### config.mk
export PLATFORM = sky130hd
export DESIGN_NAME = cbp_controller
export DESIGN_NICKNAME = d
export VERILOG_FILES = /design/src/rtl/cbp_pkg.sv /design/src/rtl/cbp_controller.sv
export VERILOG_INCLUDE_DIRS = /design/src /design/src/rtl
export SDC_FILE = /design/constraint.sdc
export NUM_CORES = 1
export LEC_CHECK = 0
export ABC_AREA = 1
export BUFFER_PORTS_ARGS = -buffer_cell sky130_fd_sc_hd__buf_2
export CAP_MARGIN = 10
export CORE_MARGIN = 5
export CORE_UTILIZATION = 37
export CTS_CLUSTER_DIAMETER = 80
export DETAILED_ROUTE_END_ITERATION = 10
export GPL_TIMING_DRIVEN = 0
export HOLD_SLACK_MARGIN = 0.08
export PLACE_DENSITY = 0.57
export RECOVER_POWER = 100
export SETUP_SLACK_MARGIN = 0.05
export SLEW_MARGIN = 5
export SYNTH_ARGS = -nofsm -noshare
export SYNTH_HDL_FRONTEND = slang
export SYNTH_SLANG_ARGS = --single-unit
### constraint.sdc
create_clock -name aclk -period 1.7 [get_ports aclk]
set_clock_uncertainty 0.2 [all_clocks]
set_input_delay 0.17 -clock aclk [delete_from_list [all_inputs] [get_ports aclk]]
set_output_delay 0.17 -clock aclk [all_outputs]
set_load 0.02 [all_outputs]
### src/rtl/complex_basis_projection_assert.svh
// assertion macros for the projection block rtl
// used by files that include this header; needs aclk and aresetn in scope
`ifndef COMPLEX_BASIS_PROJECTION_ASSERT_SVH
`define COMPLEX_BASIS_PROJECTION_ASSERT_SVH

// property holds at every edge out of reset
`define CBP_ASSERT(lbl, prop, msg) \
    lbl: assert property (@(posedge aclk) disable iff (!aresetn) prop) else $error(msg);

// consequent holds in the cycle after the antecedent
`define CBP_ASSERT_NEXT(lbl, ante, cons, msg) \
    lbl: assert property (@(posedge aclk) disable iff (!aresetn) (ante) |=> (cons)) \
        else $error(msg);

`endif

### src/rtl/cbp_pkg.sv
// shared types, codes and fixed-point helpers for the projection block
// no dependencies
package cbp_pkg;

    // default sizes of the stores
    localparam int DEF_MAX_ORBITALS = 64;
    localparam int DEF_MAX_BANDS    = 64;
    localparam int DEF_MAX_SPINORS  = 2;

    // request codes carried in tuser
    localparam logic [1:0] REQ_LOAD_POT = 2'd0;
    localparam logic [1:0] REQ_LOAD_WFC = 2'd1;
    localparam logic [1:0] REQ_COMPUTE  = 2'd2;

    // register indexes
    localparam logic [1:0] CFG_ORBITALS = 2'd0;
    localparam logic [1:0] CFG_BANDS    = 2'd1;
    localparam logic [1:0] CFG_SPINORS  = 2'd2;

    localparam logic [6:0] ORBITALS_RESET = 7'd64;
    localparam logic [6:0] BANDS_RESET    = 7'd64;
    localparam logic [1:0] SPINORS_RESET  = 2'd1;

    // controller to datapath commands
    typedef struct packed {
        logic load_pot;
        logic load_wfc;
        logic start;
        logic issue;
        logic finish;
    } cbp_cmd_t;

    // datapath to controller status
    typedef struct packed {
        logic pipe_busy;
        logic out_full;
    } cbp_sts_t;

    // Q8.24 product rounded half up, floor of (p + 2^23) / 2^24
    function automatic logic signed [39:0] rmul(input logic signed [63:0] p);
        logic signed [63:0] y;
        y = p + 64'sd8388608;
        return y[63:24];
    endfunction

    function automatic logic signed [31:0] sat32_41(input logic signed [40:0] v);
        if (v > 41'sd2147483647) begin
            return 32'sh7fffffff;
        end else if (v < -41'sd2147483648) begin
            return 32'sh80000000;
        end
        return v[31:0];
    endfunction

    function automatic logic signed [31:0] sat32_64(input logic signed [63:0] v);
        if (v > 64'sd2147483647) begin
            return 32'sh7fffffff;
        end else if (v < -64'sd2147483648) begin
            return 32'sh80000000;
        end
        return v[31:0];
    endfunction

    function automatic logic signed [63:0] sat_add64(input logic signed [63:0] a,
                                                    input logic signed [63:0] b);
        logic signed [64:0] s;
        s = 65'(a) + 65'(b);
        if (s[64] != s[63]) begin
            return s[64] ? {1'b1, 63'd0} : {1'b0, {63{1'b1}}};
        end
        return s[63:0];
    endfunction

endpackage

### src/rtl/cbp_controller.sv
// request decoding, configuration registers and term sequencer
// depends on cbp_pkg and the assertion header
`include "complex_basis_projection_assert.svh"
module cbp_controller import cbp_pkg::*; #(
    parameter int MAX_ORBITALS = DEF_MAX_ORBITALS,
    parameter int MAX_BANDS    = DEF_MAX_BANDS,
    parameter int MAX_SPINORS  = DEF_MAX_SPINORS,
    localparam int ORB_W  = MAX_ORBITALS > 1 ? $clog2(MAX_ORBITALS) : 1,
    localparam int SP_W   = MAX_SPINORS > 1 ? $clog2(MAX_SPINORS) : 1
) (
    input  logic             aclk,
    input  logic             aresetn,
    input  logic             cfg_we,
    input  logic [1:0]       cfg_index,
    input  logic [6:0]       cfg_data,
    input  logic             s_tvalid,
    output logic             s_tready,
    input  logic [1:0]       req_type,
    input  logic [5:0]       first_index,
    input  logic [5:0]       second_index,
    output cbp_cmd_t         cmd,
    input  cbp_sts_t         sts,
    output logic [SP_W-1:0]  spin,
    output logic [ORB_W-1:0] row,
    output logic [ORB_W-1:0] col
);
    typedef enum logic [1:0] {ST_IDLE, ST_RUN, ST_DRAIN, ST_DONE} state_t;

    state_t state_reg, state_next;
    logic [6:0] orb_cnt_reg, orb_cnt_next;
    logic [6:0] band_cnt_reg, band_cnt_next;
    logic [1:0] sp_cnt_reg, sp_cnt_next;
    logic [SP_W-1:0]  spin_reg, spin_next;
    logic [ORB_W-1:0] row_reg, row_next;
    logic [ORB_W-1:0] col_reg, col_next;
    logic accept, col_last, row_last, spin_last;

    // written value of zero becomes one, above the maximum becomes the maximum
    function automatic logic [6:0] clamp7(input logic [6:0] v, input int maxv);
        if (v == 7'd0) begin
            return 7'd1;
        end else if (32'(v) > maxv) begin
            return 7'(maxv);
        end
        return v;
    endfunction

    assign accept    = s_tvalid && s_tready;
    assign col_last  = (32'(col_reg) + 32'd1) == 32'(orb_cnt_reg);
    assign row_last  = (32'(row_reg) + 32'd1) == 32'(orb_cnt_reg);
    assign spin_last = (32'(spin_reg) + 32'd1) == 32'(sp_cnt_reg);

    // next state, commands and counters
    always_comb begin
        state_next    = state_reg;
        orb_cnt_next  = orb_cnt_reg;
        band_cnt_next = band_cnt_reg;
        sp_cnt_next   = sp_cnt_reg;
        spin_next     = spin_reg;
        row_next      = row_reg;
        col_next      = col_reg;
        cmd           = '0;
        s_tready      = (state_reg == ST_IDLE);

        if (cfg_we) begin
            case (cfg_index)
                CFG_ORBITALS: orb_cnt_next  = clamp7(cfg_data, MAX_ORBITALS);
                CFG_BANDS:    band_cnt_next = clamp7(cfg_data, MAX_BANDS);
                CFG_SPINORS:  sp_cnt_next   = 2'(clamp7({5'd0, cfg_data[1:0]}, MAX_SPINORS));
                default: ;
            endcase
        end

        case (state_reg)
            ST_IDLE: begin
                if (accept) begin
                    case (req_type)
                        REQ_LOAD_POT: cmd.load_pot = 1'b1;
                        REQ_LOAD_WFC: cmd.load_wfc = 1'b1;
                        REQ_COMPUTE: begin
                            cmd.start = 1'b1;
                            spin_next = '0;
                            row_next  = '0;
                            col_next  = '0;
                            // bands at or beyond band_count give a zero result
                            if ((7'(first_index) < band_cnt_reg)
                                && (7'(second_index) < band_cnt_reg)) begin
                                state_next = ST_RUN;
                            end else begin
                                state_next = ST_DONE;
                            end
                        end
                        default: ;
                    endcase
                end
            end
            ST_RUN: begin
                cmd.issue = 1'b1;
                if (!col_last) begin
                    col_next = col_reg + 1'b1;
                end else begin
                    col_next = '0;
                    if (!row_last) begin
                        row_next = row_reg + 1'b1;
                    end else begin
                        row_next = '0;
                        if (!spin_last) begin
                            spin_next = spin_reg + 1'b1;
                        end else begin
                            state_next = ST_DRAIN;
                        end
                    end
                end
            end
            ST_DRAIN: begin
                if (!sts.pipe_busy) begin
                    state_next = ST_DONE;
                end
            end
            ST_DONE: begin
                if (!sts.out_full) begin
                    cmd.finish = 1'b1;
                    state_next = ST_IDLE;
                end
            end
            default: state_next = ST_IDLE;
        endcase
    end

    always_ff @(posedge aclk) begin
        if (!aresetn) begin
            state_reg    <= ST_IDLE;
            orb_cnt_reg  <= ORBITALS_RESET;
            band_cnt_reg <= BANDS_RESET;
            sp_cnt_reg   <= SPINORS_RESET;
            spin_reg     <= '0;
            row_reg      <= '0;
            col_reg      <= '0;
        end else begin
            state_reg    <= state_next;
            orb_cnt_reg  <= clamp7(orb_cnt_next, MAX_ORBITALS);
            band_cnt_reg <= clamp7(band_cnt_next, MAX_BANDS);
            sp_cnt_reg   <= 2'(clamp7({5'd0, sp_cnt_next}, MAX_SPINORS));
            spin_reg     <= spin_next;
            row_reg      <= row_next;
            col_reg      <= col_next;
        end
    end

    assign spin = spin_reg;
    assign row  = row_reg;
    assign col  = col_reg;

    // checks
    `CBP_ASSERT(a_finish_free, cmd.finish |-> !sts.out_full, "result register overwritten")
    `CBP_ASSERT_NEXT(a_finish_shows, cmd.finish, sts.out_full, "finished result not shown")
    `CBP_ASSERT(a_idle_drained, s_tready |-> !sts.pipe_busy, "item taken with terms in flight")
    `CBP_ASSERT(a_col_range, (state_reg == ST_RUN) |-> (32'(col_reg) < 32'(orb_cnt_reg)),
        "column counter beyond orbital count")
endmodule

* After elaboration in Yosys (flattened, before gate mapping) *
Index checks and enable logic that the tools add are counted.

cells by class
  add/sub/neg operators = 6
  $lt $le $gt $ge = 7
  equal/unequal tests = 18
  mux-type cells = 71
  reductions and logical operators = 15

operators with widths
  kind                                                    number
  two-way mux 7 bit                                       14
  two-way mux 2 bit                                       16
  two-way mux 1 bit                                       30
  two-way mux 6 bit                                       5
  one-hot mux 6 bit (2 select lines)                      2
  greater-than comparator 7 bit (second input constant)   3
  logical NOT 7 bit                                       3
  adder 6 x 1 -> 7 bit (second input constant)            2
  == test 7 bit                                           2
  < comparator 6 x 7 -> 1 bit                             2
  adder 6 x 1 -> 6 bit (second input constant)            2
  inequality test 2 bit (second input constant)           6
  logical NOT 2 bit                                       5
  == test 2 bit (second input constant)                   4
  one-hot mux 2 bit (4 select lines)                      1
  AND reduction 7 bit                                     1
  == test 2 x 1 -> 1 bit (second input constant)          3
  two-way mux 3 bit                                       2
  AND reduction 6 bit                                     1
  greater-than comparator 2 bit (second input constant)   2
  inequality test 2 x 1 -> 1 bit (second input constant)  2
  AND reduction 4 bit                                     1
  AND reduction 3 bit                                     1
  adder 1 x 1 -> 2 bit (second input constant)            1
  other kinds (5)                                         6

storage, ports and cells
  bits in registers = 31
  output and inout port bits = 19
  word-level logic and storage cells = 124

* Logic depth before layout (Yosys ltp) *
  word-level depth = 13
  depth in mapped cells = 16
  depth with buffers taken out = 16

* Worst setup path after synthesis *
No wires, ideal clock.

  path kind = flip-flop to flip-flop
  start = register col_reg[0] (netlist: col[0])
  end = register spin_reg (netlist: spin)
  setup time = 0.115 ns
  arrival time = 1.733 ns
  data required time = 1.385 ns
  path slack = -0.348 ns
  cell stages (with the launch flop) = 14
  path through = dfxtp_1 ha_1 xnor2_1 nand2_1 nor2_1 nand2_1 nor2_1 nand3_1 nand2_2 nand2_4 inv_4 nand3_1 nand2_1 nor2_1

on the way
  cells in the longest elaborated chain, start to end = 4

RTL lines
  item                             line                   text
  from (decl)                      cbp_controller.sv:35   logic [ORB_W-1:0] col_reg, col_next;
  from (signal assigned)           cbp_controller.sv:146  col_reg <= col_next;
  adder 6 x 1 -> 7 bit             cbp_controller.sv:49   assign col_last = (32'(col_reg) + 32'd1) == 32'(orb_cnt_reg);
  == test 7 bit                    cbp_controller.sv:49
  inequality test 2 bit (no line)  --
  AND reduction 6 bit (no line)    --
  to (signal assigned)             cbp_controller.sv:144  spin_reg <= spin_next;
  to (decl)                        cbp_controller.sv:33   logic [SP_W-1:0] spin_reg, spin_next;

Every way passes these cells.
A chain may end at the register's enable or synchronous reset.

* Worst setup path in the final report *
  start = register col_reg[0] (netlist: col[0])
  end = register row_reg[4] (netlist: row[4])

on the way
  cells in the longest elaborated chain, start to end = 4

RTL lines
  item                             line                   text
  adder 6 x 1 -> 7 bit             cbp_controller.sv:49
  == test 7 bit                    cbp_controller.sv:49
  inequality test 2 bit (no line)  --
  AND reduction 4 bit (no line)    --
  to (signal assigned)             cbp_controller.sv:145  row_reg <= row_next;
  to (decl)                        cbp_controller.sv:34   logic [ORB_W-1:0] row_reg, row_next;

Every way passes these cells.

==> run metrics <==
Setup CP Type=reg -> reg; io pins=48; Yosys top cell by area=dfxtp_1; clock-pin slew on the worst setup and hold paths=~0.07 ns; outcome=complete, but fails checks; Least-Margin Pin Slew=between 0.5 and 0.6 ns; Die H=about 90 um; Final min period=2.00 ns; Clock Latency Late Sink=0.29 ns; Max-cap violations=0; Final Max Slew Viols=0; number of synthesized register bits=31; share of layout cells above drive strength 1=31.9%; Cells after Synth=372; # fillers=roughly 650; reg2reg setup slack=-0.30 ns; Commonest cells post-synth=nand2_1, inv_1, nor2_1, dfxtp_1, nand3_1; startpoint types=flip-flop; post-route ant nets=0; routed via count=about 2600; maximum vdd drop=roughly 0.49 mV; YS warnings=0; crit share post-route=118%; fraction of registers with async set/reset=0%; failing checks=negative setup slack; top-area cell type share of the netlist area=26.4%; Max Freq=around 500 MHz; Mapped Avg Cell Area=between 6 and 7 um^2; worst slack at placement=-0.326 ns; grt ovf=0; top cells by area, synth=dfxtp_1, nand2_1, inv_1; CP max-delay cell=dfxtp_4; CTS tree=built; Critical Path Sink Type=flip-flop; Crit path required time=about 1.7 ns; wire length of the first global-routing pass=about 11000 um; post-synth net total=roughly 420; WL final=~6500 um; Cell Area, Placed=~2700 um^2; DRC viols=0; GPL Wtd Cong=0.803; initial DRC count=60; Hold WC Path Type=in -> reg; Die W=roughly 90 um; hold slack final=about 0.10 ns; port bufs=46; library cells used by synthesis=34; Starting Density=~37%; vias in the first global route=roughly 2400; CTS Buf Count=5; die area=~8000 um^2; TritonRoute pass-1 iters=4; maximum root-to-sink buffer count=2; max_slew headroom=roughly 62%; post-route cell area=3230 um^2; initial antenna violation count=0; post-detail-place hpwl=between 4000 and 5000 um; synthesized area=2350 um^2; power per cell area=roughly 1000 nW/um^2; leakage=roughly 1.5 nW; drt wl/cell=around 12 um; final setup vio count=15; CTS Root Cell=clkbuf_8; largest net degree at the start of global routing=11; most common cell in the netlist=nand2_1; Post-synth EDFFs=0; Antenna Cells=0; num rows=29; Syn-to-layout area delta=37.6%; Worst Path Max Fanout=5; ys flop type=dfxtp_1; Total GRT Usage=between 15 and 20%; Core Box Area=between 6000 and 7000 um^2; register area share after synthesis=around a quarter; Worst Path Arrival=between 1.5 and 2 ns; unrepaired setup endpoints after global routing=yes; setup ws final=-0.303 ns; clock sink count=31; Critical Path, Cell by Cell=ha_4 -> xnor2_2 -> nand2_1 -> nor2_2 -> nand2_1 -> nor2_1 -> nand3_2 -> nand2_4 -> buf_4 -> nand2_4 -> o21ai_1 -> nor2_1; H-tree levels=2; Final Hold Fails=0; Slowest Stage Delay on Critical Path=roughly 0.37 ns; vias per cell=about 4.9; Nets=a little under 500
-- per-layer routing --
metal | track usage (%) | routed length [um] | vias to the layer above
met1 | 22.1 | 2980 | 1175
met5 | 0 | 0 | -
met3 | 3.28 | 216 | 10
met2 | 27.0 | 3150 | 35
li1 | - | - | 1351
met4 | 5.55 | 127 | 0
-- path summary, 6_finish.rpt --
path                        from                         to  depth (start not counted)
max          col[0]$_SDFFE_PN0P_        row[4]$_SDFFE_PN0P_                         12
min                  cfg_data[3]  orb_cnt_reg[3]$_SDFF_PP0_                          5
max reg2reg  col[0]$_SDFFE_PN0P_        row[4]$_SDFFE_PN0P_                         12
min reg2reg    spin$_SDFFE_PN0P_          spin$_SDFFE_PN0P_                          2
-- timing repair --
action | in CTS | in global routing
endpoints found under the hold margin | 16 | 0
setup buffers | 10 | 10
cloned | 1 | 0
pin swaps | 10 | 20
resized for setup | 16 | 46
endpoints found under the setup margin | 18 | 29
hold buffers | 1 | 0
-- logic make-up (layout without fill, tap and decap cells) --
group	after synthesis	count (layout)	share of synthesized area, %
fa+ha+maj	18	18	9.59
xor+xnor	4	4	1.49
flops	31	31	26.4
simple gates	202	203	39.6
compound gates	48	48	11.5
buf+inv	69	144	11.3
-- layout make-up --
class / count / area (um^2) / share of cell area (%)
flip-flops and latches: 31 / 642 / 19.9
clock inverters: 1 / 5.00 / 0.155
plain buffers: 3 / 18.8 / 0.581
well taps: 77 / 96.3 / 2.98
inverters: 66 / 253 / 7.82
clock buffers: 7 / 76.3 / 2.36
multi-input cells: 273 / 1720 / 53.2
repair buffers: 67 / 422 / 13.0
-- cells in the final DEF, fill, tap and decap left out, drive strengths merged --
cell type and instances:
nor2 56, ha 18, xnor2 3, clkbuf 17, dfxtp 31, o21ai 25
nand4 9, o22ai 8, or2 1, xor2 1, inv 66, o2111ai 1
a21oi 11, o21bai 1, buf 59, nand3b 1, clkinv 1, nor3 9
nand2 95, dlygate4sd3 1, nand3 32, a221oi 1, o211ai 1
-- through the flow --
stage | power, mW | setup TNS, ns | util [%] | cells
after floorplan | 1.99 | -1.04 | - | 372
after global placement | 2.31 | -5.30 | 43.8 | 495
after detailed placement | 2.34 | -5.75 | 43.8 | 495
after CTS | 3.14 | -3.45 | 47.6 | 515
after global routing | 3.64 | -5.21 | 51.5 | 525
final | 3.37 | -3.44 | 51.5 | 525
-- worst max-delay path, delay by kind of cell, from the launching register on --
family | cells | cell delay (ns)
XOR/XNOR | 1 | 0.10
AND/OR/NAND/NOR | 8 | 0.69
adder cells (fa/ha/maj) | 1 | 0.28
buffers and inverters | 1 | 0.14
AO/OA/AOI/OAI | 1 | 0.12
flip-flops | 1 | 0.37
-- report_power, final --
group          internal [mW]  leakage, nW  switching (mW)
Sequential             0.868        0.257           0.155
Clock                  0.287       0.0422           0.281
Combinational          0.760         1.17            1.02
Total                   1.92         1.47            1.45
(Power assumes the default switching activity.)
